--- src/sv/utf8sd_pkg.sv ---
// utf8sd_pkg: shared types and constants for the utf-8 stream decoder
// used by utf8sd_decode, utf8sd_emit and utf8_stream_decoder
package utf8sd_pkg;

  localparam int unsigned CpW = 21;

  localparam logic [CpW-1:0] REPL_CP  = 21'h00FFFD;
  localparam logic [CpW-1:0] MAX_CP   = 21'h10FFFF;
  localparam logic [CpW-1:0] SURR_LO  = 21'h00D800;
  localparam logic [CpW-1:0] SURR_HI  = 21'h00DFFF;
  localparam logic [CpW-1:0] MIN_TWO  = 21'h000080;
  localparam logic [CpW-1:0] MIN_THREE = 21'h000800;
  localparam logic [CpW-1:0] MIN_FOUR = 21'h010000;

  localparam logic [1:0] NEED_NONE  = 2'd0;
  localparam logic [1:0] NEED_ONE   = 2'd1;
  localparam logic [1:0] NEED_TWO   = 2'd2;
  localparam logic [1:0] NEED_THREE = 2'd3;

  // results of one word: rep_cnt replacements, then an optional tail result
  typedef struct packed {
    logic [1:0]     rep_cnt;
    logic           tail_v;
    logic [CpW-1:0] tail_cp;
    logic           tail_rep;
  } run_t;

  typedef struct packed {
    logic [1:0] need;
    logic [1:0] have;
  } seq_status_t;

endpackage

--- src/sv/utf8sd_decode.sv ---
// utf8sd_decode: sequence state registers and per-word decode logic
// depends on utf8sd_pkg
module utf8sd_decode (
  input  logic                     clk_i,
  input  logic                     rst_ni,
  input  logic                     accept_i,
  input  logic [7:0]               data_byte_i,
  input  logic                     end_of_input_i,
  output utf8sd_pkg::run_t         run_o,
  output logic                     has_results_o,
  output utf8sd_pkg::seq_status_t  status_o
);
  import utf8sd_pkg::*;

  logic [1:0]     need_q, need_d;
  logic [1:0]     have_q, have_d;
  logic [CpW-1:0] part_q, part_d;

  logic           lead_tail_v;
  logic [CpW-1:0] lead_cp;
  logic           lead_rep;
  logic           lead_open;
  logic [1:0]     lead_need;
  logic [CpW-1:0] lead_bits;
  logic           cont;
  logic [CpW-1:0] cont_cp;
  logic [1:0]     have_inc;
  logic           bad;
  run_t           run;

  // a word taken as a new lead
  always_comb begin
    lead_tail_v = 1'b1;
    lead_cp     = REPL_CP;
    lead_rep    = 1'b1;
    lead_open   = 1'b0;
    lead_need   = NEED_NONE;
    lead_bits   = '0;
    if (!data_byte_i[7]) begin
      lead_cp  = {13'd0, data_byte_i};
      lead_rep = 1'b0;
    end else if (data_byte_i[7:5] == 3'b110) begin
      lead_open = 1'b1;
      lead_need = NEED_ONE;
      lead_bits = {16'd0, data_byte_i[4:0]};
    end else if (data_byte_i[7:4] == 4'b1110) begin
      lead_open = 1'b1;
      lead_need = NEED_TWO;
      lead_bits = {17'd0, data_byte_i[3:0]};
    end else if (data_byte_i[7:3] == 5'b11110) begin
      lead_open = 1'b1;
      lead_need = NEED_THREE;
      lead_bits = {18'd0, data_byte_i[2:0]};
    end
    // lead on the final word gives one replacement
    if (lead_open && end_of_input_i) begin
      lead_open = 1'b0;
    end
    if (lead_open) begin
      lead_tail_v = 1'b0;
    end
  end

  assign cont     = (data_byte_i[7:6] == 2'b10);
  assign cont_cp  = {part_q[14:0], data_byte_i[5:0]};
  assign have_inc = have_q + 2'd1;

  assign bad = ((need_q == NEED_ONE)   && (cont_cp < MIN_TWO))   ||
               ((need_q == NEED_TWO)   && (cont_cp < MIN_THREE)) ||
               ((need_q == NEED_THREE) && (cont_cp < MIN_FOUR))  ||
               (cont_cp > MAX_CP) ||
               ((cont_cp >= SURR_LO) && (cont_cp <= SURR_HI));

  always_comb begin
    run.rep_cnt  = 2'd0;
    run.tail_v   = lead_tail_v;
    run.tail_cp  = lead_cp;
    run.tail_rep = lead_rep;
    need_d       = lead_open ? lead_need : NEED_NONE;
    have_d       = 2'd0;
    part_d       = lead_open ? lead_bits : '0;
    if (need_q != NEED_NONE) begin
      if (cont) begin
        run.tail_v   = 1'b1;
        run.tail_cp  = REPL_CP;
        run.tail_rep = 1'b1;
        need_d       = NEED_NONE;
        part_d       = '0;
        if (have_inc >= need_q) begin
          run.tail_cp  = bad ? REPL_CP : cont_cp;
          run.tail_rep = bad;
        end else if (end_of_input_i) begin
          run.rep_cnt = have_inc;
        end else begin
          run.tail_v = 1'b0;
          need_d     = need_q;
          have_d     = have_inc;
          part_d     = cont_cp;
        end
      end else begin
        // broken sequence: lead and taken continuations, then reprocess
        run.rep_cnt = have_inc;
      end
    end
  end

  always_ff @(posedge clk_i or negedge rst_ni) begin
    if (!rst_ni) begin
      need_q <= NEED_NONE;
      have_q <= 2'd0;
      part_q <= '0;
    end else if (accept_i) begin
      need_q <= need_d;
      have_q <= have_d;
      part_q <= part_d;
    end
  end

  assign run_o         = run;
  assign has_results_o = (run.rep_cnt != 2'd0) || run.tail_v;
  assign status_o      = '{need: need_q, have: have_q};

endmodule

--- src/sv/utf8sd_emit.sv ---
// utf8sd_emit: holds the results of one word and drains them into the output register
// depends on utf8sd_pkg
module utf8sd_emit (
  input  logic                          clk_i,
  input  logic                          rst_ni,
  input  utf8sd_pkg::run_t              run_i,
  input  logic                          run_load_i,
  output logic                          run_ready_o,
  output logic                          out_valid_o,
  input  logic                          out_stall_i,
  output logic [utf8sd_pkg::CpW-1:0]    scalar_value_o,
  output logic                          is_replacement_o,
  output logic                          last_of_run_o
);
  import utf8sd_pkg::*;

  logic           run_v_q;
  run_t           run_q;
  logic           out_v_q;
  logic [CpW-1:0] cp_q;
  logic           rep_q;
  logic           last_q;

  logic           load_out;
  logic           take;
  logic [CpW-1:0] cur_cp;
  logic           cur_rep;
  logic           cur_last;

  assign load_out = !out_v_q || !out_stall_i;
  assign take     = run_v_q && load_out;

  always_comb begin
    if (run_q.rep_cnt != 2'd0) begin
      cur_cp   = REPL_CP;
      cur_rep  = 1'b1;
      cur_last = (run_q.rep_cnt == 2'd1) && !run_q.tail_v;
    end else begin
      cur_cp   = run_q.tail_cp;
      cur_rep  = run_q.tail_rep;
      cur_last = 1'b1;
    end
  end

  assign run_ready_o = !run_v_q || (take && cur_last);

  always_ff @(posedge clk_i or negedge rst_ni) begin
    if (!rst_ni) begin
      run_v_q <= 1'b0;
      out_v_q <= 1'b0;
    end else begin
      if (run_load_i) begin
        run_v_q <= 1'b1;
      end else if (take && cur_last) begin
        run_v_q <= 1'b0;
      end
      if (load_out) begin
        out_v_q <= run_v_q;
      end
    end
  end

  always_ff @(posedge clk_i) begin
    if (run_load_i) begin
      run_q <= run_i;
    end else if (take && !cur_last) begin
      run_q.rep_cnt <= run_q.rep_cnt - 2'd1;
    end
    if (take) begin
      cp_q   <= cur_cp;
      rep_q  <= cur_rep;
      last_q <= cur_last;
    end
  end

  assign out_valid_o      = out_v_q;
  assign scalar_value_o   = cp_q;
  assign is_replacement_o = rep_q;
  assign last_of_run_o    = last_q;

endmodule

--- src/sv/utf8_stream_decoder.sv ---
// utf8_stream_decoder: streaming utf-8 decoder, one word in, up to four code points out
// the results of a word pass through the run register and then the output register
// throughput: 1 word per cycle while each word gives at most one result and the output
//   is not stalled; a word that gives more results stalls the input until its last is taken
// reset: asynchronous active low, clears the open sequence and empties the output
// depends on utf8sd_pkg, utf8sd_decode, utf8sd_emit
module utf8_stream_decoder (
  input  logic                        clk_i,
  input  logic                        rst_ni,
  input  logic                        in_valid_i,
  output logic                        in_stall_o,
  input  logic [7:0]                  data_byte_i,
  input  logic                        end_of_input_i,
  output logic                        out_valid_o,
  input  logic                        out_stall_i,
  output logic [utf8sd_pkg::CpW-1:0]  scalar_value_o,
  output logic                        is_replacement_o,
  output logic                        last_of_run_o
);
  import utf8sd_pkg::*;

  logic        accept;
  logic        run_ready;
  logic        has_results;
  run_t        run;
  seq_status_t status;

  assign in_stall_o = !run_ready;
  assign accept     = in_valid_i && run_ready;

  utf8sd_decode u_decode (
    .clk_i          (clk_i),
    .rst_ni         (rst_ni),
    .accept_i       (accept),
    .data_byte_i    (data_byte_i),
    .end_of_input_i (end_of_input_i),
    .run_o          (run),
    .has_results_o  (has_results),
    .status_o       (status)
  );

  utf8sd_emit u_emit (
    .clk_i            (clk_i),
    .rst_ni           (rst_ni),
    .run_i            (run),
    .run_load_i       (accept && has_results),
    .run_ready_o      (run_ready),
    .out_valid_o      (out_valid_o),
    .out_stall_i      (out_stall_i),
    .scalar_value_o   (scalar_value_o),
    .is_replacement_o (is_replacement_o),
    .last_of_run_o    (last_of_run_o)
  );

  a_have_below_need: assert property (@(posedge clk_i) disable iff (!rst_ni)
    (status.need != NEED_NONE) |-> (status.have < status.need))
    else $error("continuation count reached sequence length");

  a_closed_no_have: assert property (@(posedge clk_i) disable iff (!rst_ni)
    (status.need == NEED_NONE) |-> (status.have == 2'd0))
    else $error("continuation count set with no open sequence");

  a_end_closes: assert property (@(posedge clk_i) disable iff (!rst_ni)
    (accept && end_of_input_i) |=> (status.need == NEED_NONE))
    else $error("sequence still open after final word");

  a_repl_value: assert property (@(posedge clk_i) disable iff (!rst_ni)
    (out_valid_o && is_replacement_o) |-> (scalar_value_o == REPL_CP))
    else $error("replacement result with wrong code point");

  a_scalar_range: assert property (@(posedge clk_i) disable iff (!rst_ni)
    (out_valid_o && !is_replacement_o) |->
      ((scalar_value_o <= MAX_CP) &&
       ((scalar_value_o < SURR_LO) || (scalar_value_o > SURR_HI))))
    else $error("decoded value is not a scalar value");

endmodule

--- config.mk ---
export PLATFORM = sky130hd
export DESIGN_NAME = utf8_stream_decoder
export DESIGN_NICKNAME = d
export VERILOG_FILES = /design/src/sv/utf8sd_pkg.sv /design/src/sv/utf8sd_decode.sv /design/src/sv/utf8sd_emit.sv /design/src/sv/utf8_stream_decoder.sv
export SDC_FILE = /design/constraint.sdc
export NUM_CORES = 1
export LEC_CHECK = 0
export CAP_MARGIN = 20
export CORE_MARGIN = 8
export CORE_UTILIZATION = 67
export CTS_CLUSTER_DIAMETER = 30
export DETAILED_ROUTE_END_ITERATION = 8
export DONT_BUFFER_PORTS = 1
export HOLD_SLACK_MARGIN = 0.03
export PLACE_DENSITY_LB_ADDON = 0.08
export SYNTH_ARGS = -nofsm -noshare
export SYNTH_HDL_FRONTEND = slang
export SYNTH_SLANG_ARGS = --single-unit
--- constraint.sdc ---
create_clock -name clk_i -period 10.25 [get_ports clk_i]
set_clock_uncertainty 0.2 [all_clocks]
set_input_delay 1.025 -clock clk_i [delete_from_list [all_inputs] [get_ports clk_i]]
set_output_delay 1.025 -clock clk_i [all_outputs]
set_load 0.005 [all_outputs]
Word level (Yosys, flattened, before mapping). Cells that the tools add are included.

Flip-flop bits (word level): 69. Latch bits: 0. Memory bits (writable): 0. Memory bits (read-only): 0. Word-level logic and storage cells: 103. Memories: 0.

$add $sub $neg: 2. Multipliers: 0. Divide/modulo/power cells: 0. Order comparisons: 7. Equal/unequal tests: 9. Shift-type cells: 0. Mux-type cells: 43. Bitwise operators: 0. Reduce and logical (&&, ||, !) cells: 30.

Operators with widths (number): 15-bit 2-to-1 mux (7); 2-bit 2-to-1 mux (17); 25-bit 2-to-1 mux (1); 23-bit 2-to-1 mux (1); 22-bit 2-to-1 mux (1); 21-bit by 16-bit >= comparator with 1-bit output, second input constant (1); 21-bit greater-than comparator, second input constant (1); 21-bit by 16-bit <= comparator with 1-bit output, second input constant (1); 21-bit by 12-bit less-than comparator with 1-bit output, second input constant (1); 21-bit by 17-bit less-than comparator with 1-bit output, second input constant (1); 21-bit by 8-bit less-than comparator with 1-bit output, second input constant (1); 21-bit 2-to-1 mux (1); 16-bit 2-to-1 mux (1); 1-bit logical AND (11); 1-bit 2-to-1 mux (11); 2-bit nonzero test (5); 1-bit logical OR (7); 2-bit == test, second input constant (3); 1-bit logical NOT (6); 3-bit 2-to-1 mux (2); 5-bit == test, second input constant (1); 2-bit by 1-bit == test with 1-bit output, second input constant (2); 4-bit == test, second input constant (1); 4-bit 2-to-1 mux (1); other kinds (6) (6).

Logic depth before layout (Yosys ltp).
Depth in word-level cells: 14. Mapped depth: 9.

Hierarchy. Synthesis repeated with hierarchy kept, for this count alone.

Cells, all modules: 232. Area, all modules: 2971.6 sq um.

By module, submodules not included: utf8sd_emit (instances 1, cells each 92, area an instance 1760.4 sq um, sequential area each 1491.4 sq um); utf8sd_decode (instances 1, cells each 137, area an instance 1193.6 sq um, sequential area each 475.5 sq um); utf8_stream_decoder (instances 1, cells each 3, area an instance 17.5 sq um, sequential area each 0.0 sq um).

Worst setup path after synthesis. Ideal clock, no wire load.

Path kind: input to register. Start point: input data_byte_i[6]. End point: register u_emit.run_q[23] (netlist bit), enable pin. Setup time: 0.300 ns. Arrival time: 2.912 ns. Slack: 6.838 ns. Stages: 5. Buffers on the path: 0. Cell sequence: nand2b_1 > nor2b_1 > o21ai_1 > a21oi_1 > a21o_1.

Cells in the longest elaborated chain, start to end: 13. Elaborated cells between the ends (all ways): 18. Those cells by class: eq/ne (4); mux (9); reduce/logical (5).

Ends and longest elaborated chain: start, declared (RTL line utf8_stream_decoder.sv:12) `input logic [7:0] data_byte_i,`; 5-bit == test (RTL line utf8sd_decode.sv:50) `end else if (data_byte_i[7:3] == 5'b11110) begin`; 1-bit 2-to-1 mux (RTL line utf8sd_decode.sv:50); 1-bit 2-to-1 mux (RTL line utf8sd_decode.sv:46) `end else if (data_byte_i[7:4] == 4'b1110) begin`; 1-bit 2-to-1 mux (RTL line utf8sd_decode.sv:42) `end else if (data_byte_i[7:5] == 3'b110) begin`; 1-bit 2-to-1 mux (RTL line utf8sd_decode.sv:39) `if (!data_byte_i[7]) begin`; 1-bit logical AND (RTL line utf8sd_decode.sv:56) `if (lead_open && end_of_input_i) begin`; 1-bit 2-to-1 mux (RTL line utf8sd_decode.sv:56); 1-bit 2-to-1 mux (RTL line utf8sd_decode.sv:59) `if (lead_open) begin`; 23-bit 2-to-1 mux (RTL line utf8sd_decode.sv:83) `if (cont) begin`; 25-bit 2-to-1 mux (*) (RTL line utf8sd_decode.sv:82) `if (need_q != NEED_NONE) begin`; 1-bit logical OR (*) (RTL line utf8sd_decode.sv:120) `assign has_results_o = (run.rep_cnt != 2'd0) || run.tail_v;`; 1-bit logical AND (*) (RTL line utf8_stream_decoder.sv:46) `.run_load_i (accept && has_results),`; via u_emit.run_load_i (RTL line utf8sd_emit.sv:7) `input logic run_load_i,`; 2-bit nonzero test (no source line) (*); end signal, assigned (RTL line utf8sd_emit.sv:65) `run_q <= run_i;`; end, declared (RTL line utf8sd_emit.sv:18) `run_t run_q;`.

The timed path passes the listed nets; every way through them passes the cells marked *. A chain may end at the register's enable or synchronous reset.

Worst setup path in the final report.
Start point: register u_emit.run_q[23] (netlist bit). End point: register u_emit.run_q[23] (netlist bit), enable pin.

Cells in the longest elaborated chain, start to end: 8. Elaborated cells between the ends (all ways): 11. Those cells by class: eq/ne (1); mux (1); reduce/logical (9).

Ends and longest elaborated chain: 2-bit by 1-bit == test with 1-bit output (RTL line utf8sd_emit.sv:37) `cur_last = (run_q.rep_cnt == 2'd1) && !run_q.tail_v;`; 1-bit logical AND (RTL line utf8sd_emit.sv:37); 1-bit 2-to-1 mux (*) (RTL line utf8sd_emit.sv:34) `if (run_q.rep_cnt != 2'd0) begin`; 1-bit logical AND (*) (RTL line utf8sd_emit.sv:45) `assign run_ready_o = !run_v_q || (take && cur_last);`; 1-bit logical OR (*) (RTL line utf8sd_emit.sv:45); 1-bit logical AND (*) (RTL line utf8_stream_decoder.sv:29) `assign accept = in_valid_i && run_ready;`; 1-bit logical AND (*) (RTL line utf8_stream_decoder.sv:46); via u_emit.run_load_i (RTL line utf8sd_emit.sv:7); 2-bit nonzero test (no source line) (*).

Marked as above.

==> results_dict.tcl <==
set metrics [dict create \
    setup_tns_ns 0 \
    slew_violations 0 \
    clkTransAtPathRegs_ns 0.08 \
    yosysSeqAreaShare 0.642 \
    critPathLaunchType "flip-flop" \
    r2r_setup_slack_ns 6.77 \
    portBuffers 0 \
    hpwl_mm 3.75 \
    routed_wl_mm 5.16 \
    holdCritPathClass "in -> async" \
    grt.total_usage 0.152 \
    clk_latency_ns 0.33 \
    cts_buffers 9 \
    antenna_cells 0 \
    fmax_mhz 288 \
    post_cts_buffers 0 \
    drtAntennaViolNets 0 \
    pwr-share-clk 0.304 \
    synthToLayoutAreaGrowth_pct 9.71 \
    max_cap_viol_count 0 \
    timing.slew.headroom 0.350 \
    final_util 0.767 \
    crit_arrival_ns 3.33 \
    layout.nets 256 \
    synth_edf_count 48 \
    htreeDepth 3 \
    antenna_found_initial 0 \
    placementRows 24 \
    via_per_inst 6.19 \
    grt_max_degree 26 \
    synthArstFlopShare 0.304 \
    switching_share 0.279 \
    p_comb_frac 0.206 \
    p_per_area_mw_per_mm2 254 \
    finalHoldViolations 0 \
    rsz0062_at_grt "false" \
    p_switching_w 0.000238 \
    synthCells 235 \
    cp_max_fo 25 \
    coreArea_mm2 0.00438 \
    grt.overflow.total 0 \
    synth_ff_type "edfxtp_1" \
    worst_slack_ns 6.77 \
    synth_area_mm2 0.00307 \
    die_h_um 83.6 \
    setup_viol 0 \
    post-route-period-util 0.339 \
    cts_buffer_depth 2 \
    p_int_w 0.000616 \
    hold_buffers 0 \
    gp_congestion 0.959 \
    crit_path_end_kind "flip-flop" \
    grt_pass1_wl_mm 8.68 \
    yosys_warnings 0 \
    crit_required_ns 10.10 \
    synth.avg_cell_area_um2 13.0 \
    total_power_w 0.000854 \
    pwr-share-seq 0.490 \
    fin_crit_ns 3.48 \
    status "completed" \
    io-pin-count 38 \
    drt_pass1_iterations 4 \
    die-area_mm2 0.00700 \
    pre_cts_slack_ns 6.77 \
    grt_pass1_vias 1801 \
    most-common-layout-cells "edfxtp_1 (48), nand2b_1 (27), dfrtp_1 (21), nand2_1 (18), and2_1 (15)" \
    layout_commonest_cell "edfxtp_1" \
    fp.dieW_um 83.6 \
    path_class "reg -> reg" \
    cts_tree "yes" \
    drive_gt1_frac 0.127 \
    power_leakage_nw 1.24 \
    yosysUniqueCellTypes 46 \
    vdd_drop_max_mv 0.135 \
    worstMarginPinSlew_ns 0.975 \
    dr.first_iter.drc_count 129 \
    drc 0 \
    root_buffer "clkbuf_8" \
    synth_nets 252 \
    routedWlPerCell_um 17.4 \
    initial_utilization 0.699 \
    cts-resized-gates 0 \
    yosys_register_bits 69 \
    dr_total_vias 1832 \
    clock-sinks 69 \
]
## registers in the layout, summed over array words and instances, names as in the netlist
| signal | flops |
|---|---|
| u_emit.run_q | 25 |
| u_emit.out_valid_o | 1 |
| u_emit.run_v_q | 1 |
| u_decode.have_q | 2 |
| u_emit.scalar_value_o | 21 |
| u_decode.part_q | 15 |
| u_emit.last_of_run_o | 1 |
| u_decode.need_q | 2 |
| u_emit.is_replacement_o | 1 |
## critical path, cell delays in order (launching register included)
cell	delay, ns
edfxtp_1	0.42
inv_1	0.08
ha_1	0.60
nand2b_1	0.20
o21ai_1	0.12
nand2b_1	0.61
a21oi_2	0.61
buf_16	0.22
a21o_1	0.13
## power groups by stage
stage                     Combinational, W  Sequential, W  Clock [W]
after global routing              0.000196       0.000428   0.000273
after floorplan                   0.000139       0.000416          0
after global placement            0.000157       0.000425          0
after detailed placement          0.000176       0.000426          0
after CTS                         0.000176       0.000421   0.000263
final                             0.000176       0.000419   0.000260
## synthesized netlist by cell type (all sizes together) (8+ instances only)
cell type	instances	area [µm²]
nand2b	27	169
nor2	10	40.0
dfrtp	21	526
edfxtp	48	1440
nand3	8	45.0
o21a	9	67.6
o21ai	8	40.0
and2	15	93.8
nand2	20	90.1
inv	8	30.0
a22o	11	96.3
## worst paths after layout
check | startpoint | to | cells after the start
worst max-delay path | u_emit.run_q[23] | u_emit.run_q[23] | 8
worst min-delay path | rst_ni | u_decode.have_q[1] | 0
worst max register to register | u_emit.run_q[23] | u_emit.run_q[23] | 8
worst min register to register | u_emit.run_q[13] | u_emit.scalar_value_o[12] | 1
min in group clk_i | u_emit.run_q[13] | u_emit.scalar_value_o[12] | 1
max in group asynchronous | rst_ni | u_emit.out_valid_o | 0
## cell type report
class                   instances  area (µm²)
multi-input cells             150        1030
fillers                       262        1020
clock inverters                 6         111
repair buffers                  1        27.5
well taps                      52        65.1
clock buffers                  10         128
flip-flops and latches         69        1970
inverters                       8        30.0
## through the flow
| stage | hold WS [ns] | area (µm²) | cells |
|---|---|---|---|
| after global routing | 0.153 | 3360 | 296 |
| after global placement | 0.285 | 3100 | 279 |
| after CTS | 0.164 | 3360 | 296 |
| after floorplan | 0.263 | 3070 | 235 |
| after detailed placement | 0.284 | 3120 | 280 |
| final | 0.180 | 3360 | 296 |
## metal layers
metal	wire length (µm)	GRT usage	vias to the layer above
met5	0	0	-
met4	127	0.0769	0
met3	453	0.0547	10
met2	2430	0.242	76
met1	2150	0.177	879
li1	-	-	867
## kinds of logic after synthesis
kind of cell	share of synthesized area
compound gates	0.123
xor+xnor	0.00286
fa+ha+maj	0.0163
buf+inv	0.0220
flops	0.642
mux	0.00367
simple gates	0.191
No activity file was read; power rests on OpenSTA's default activity.
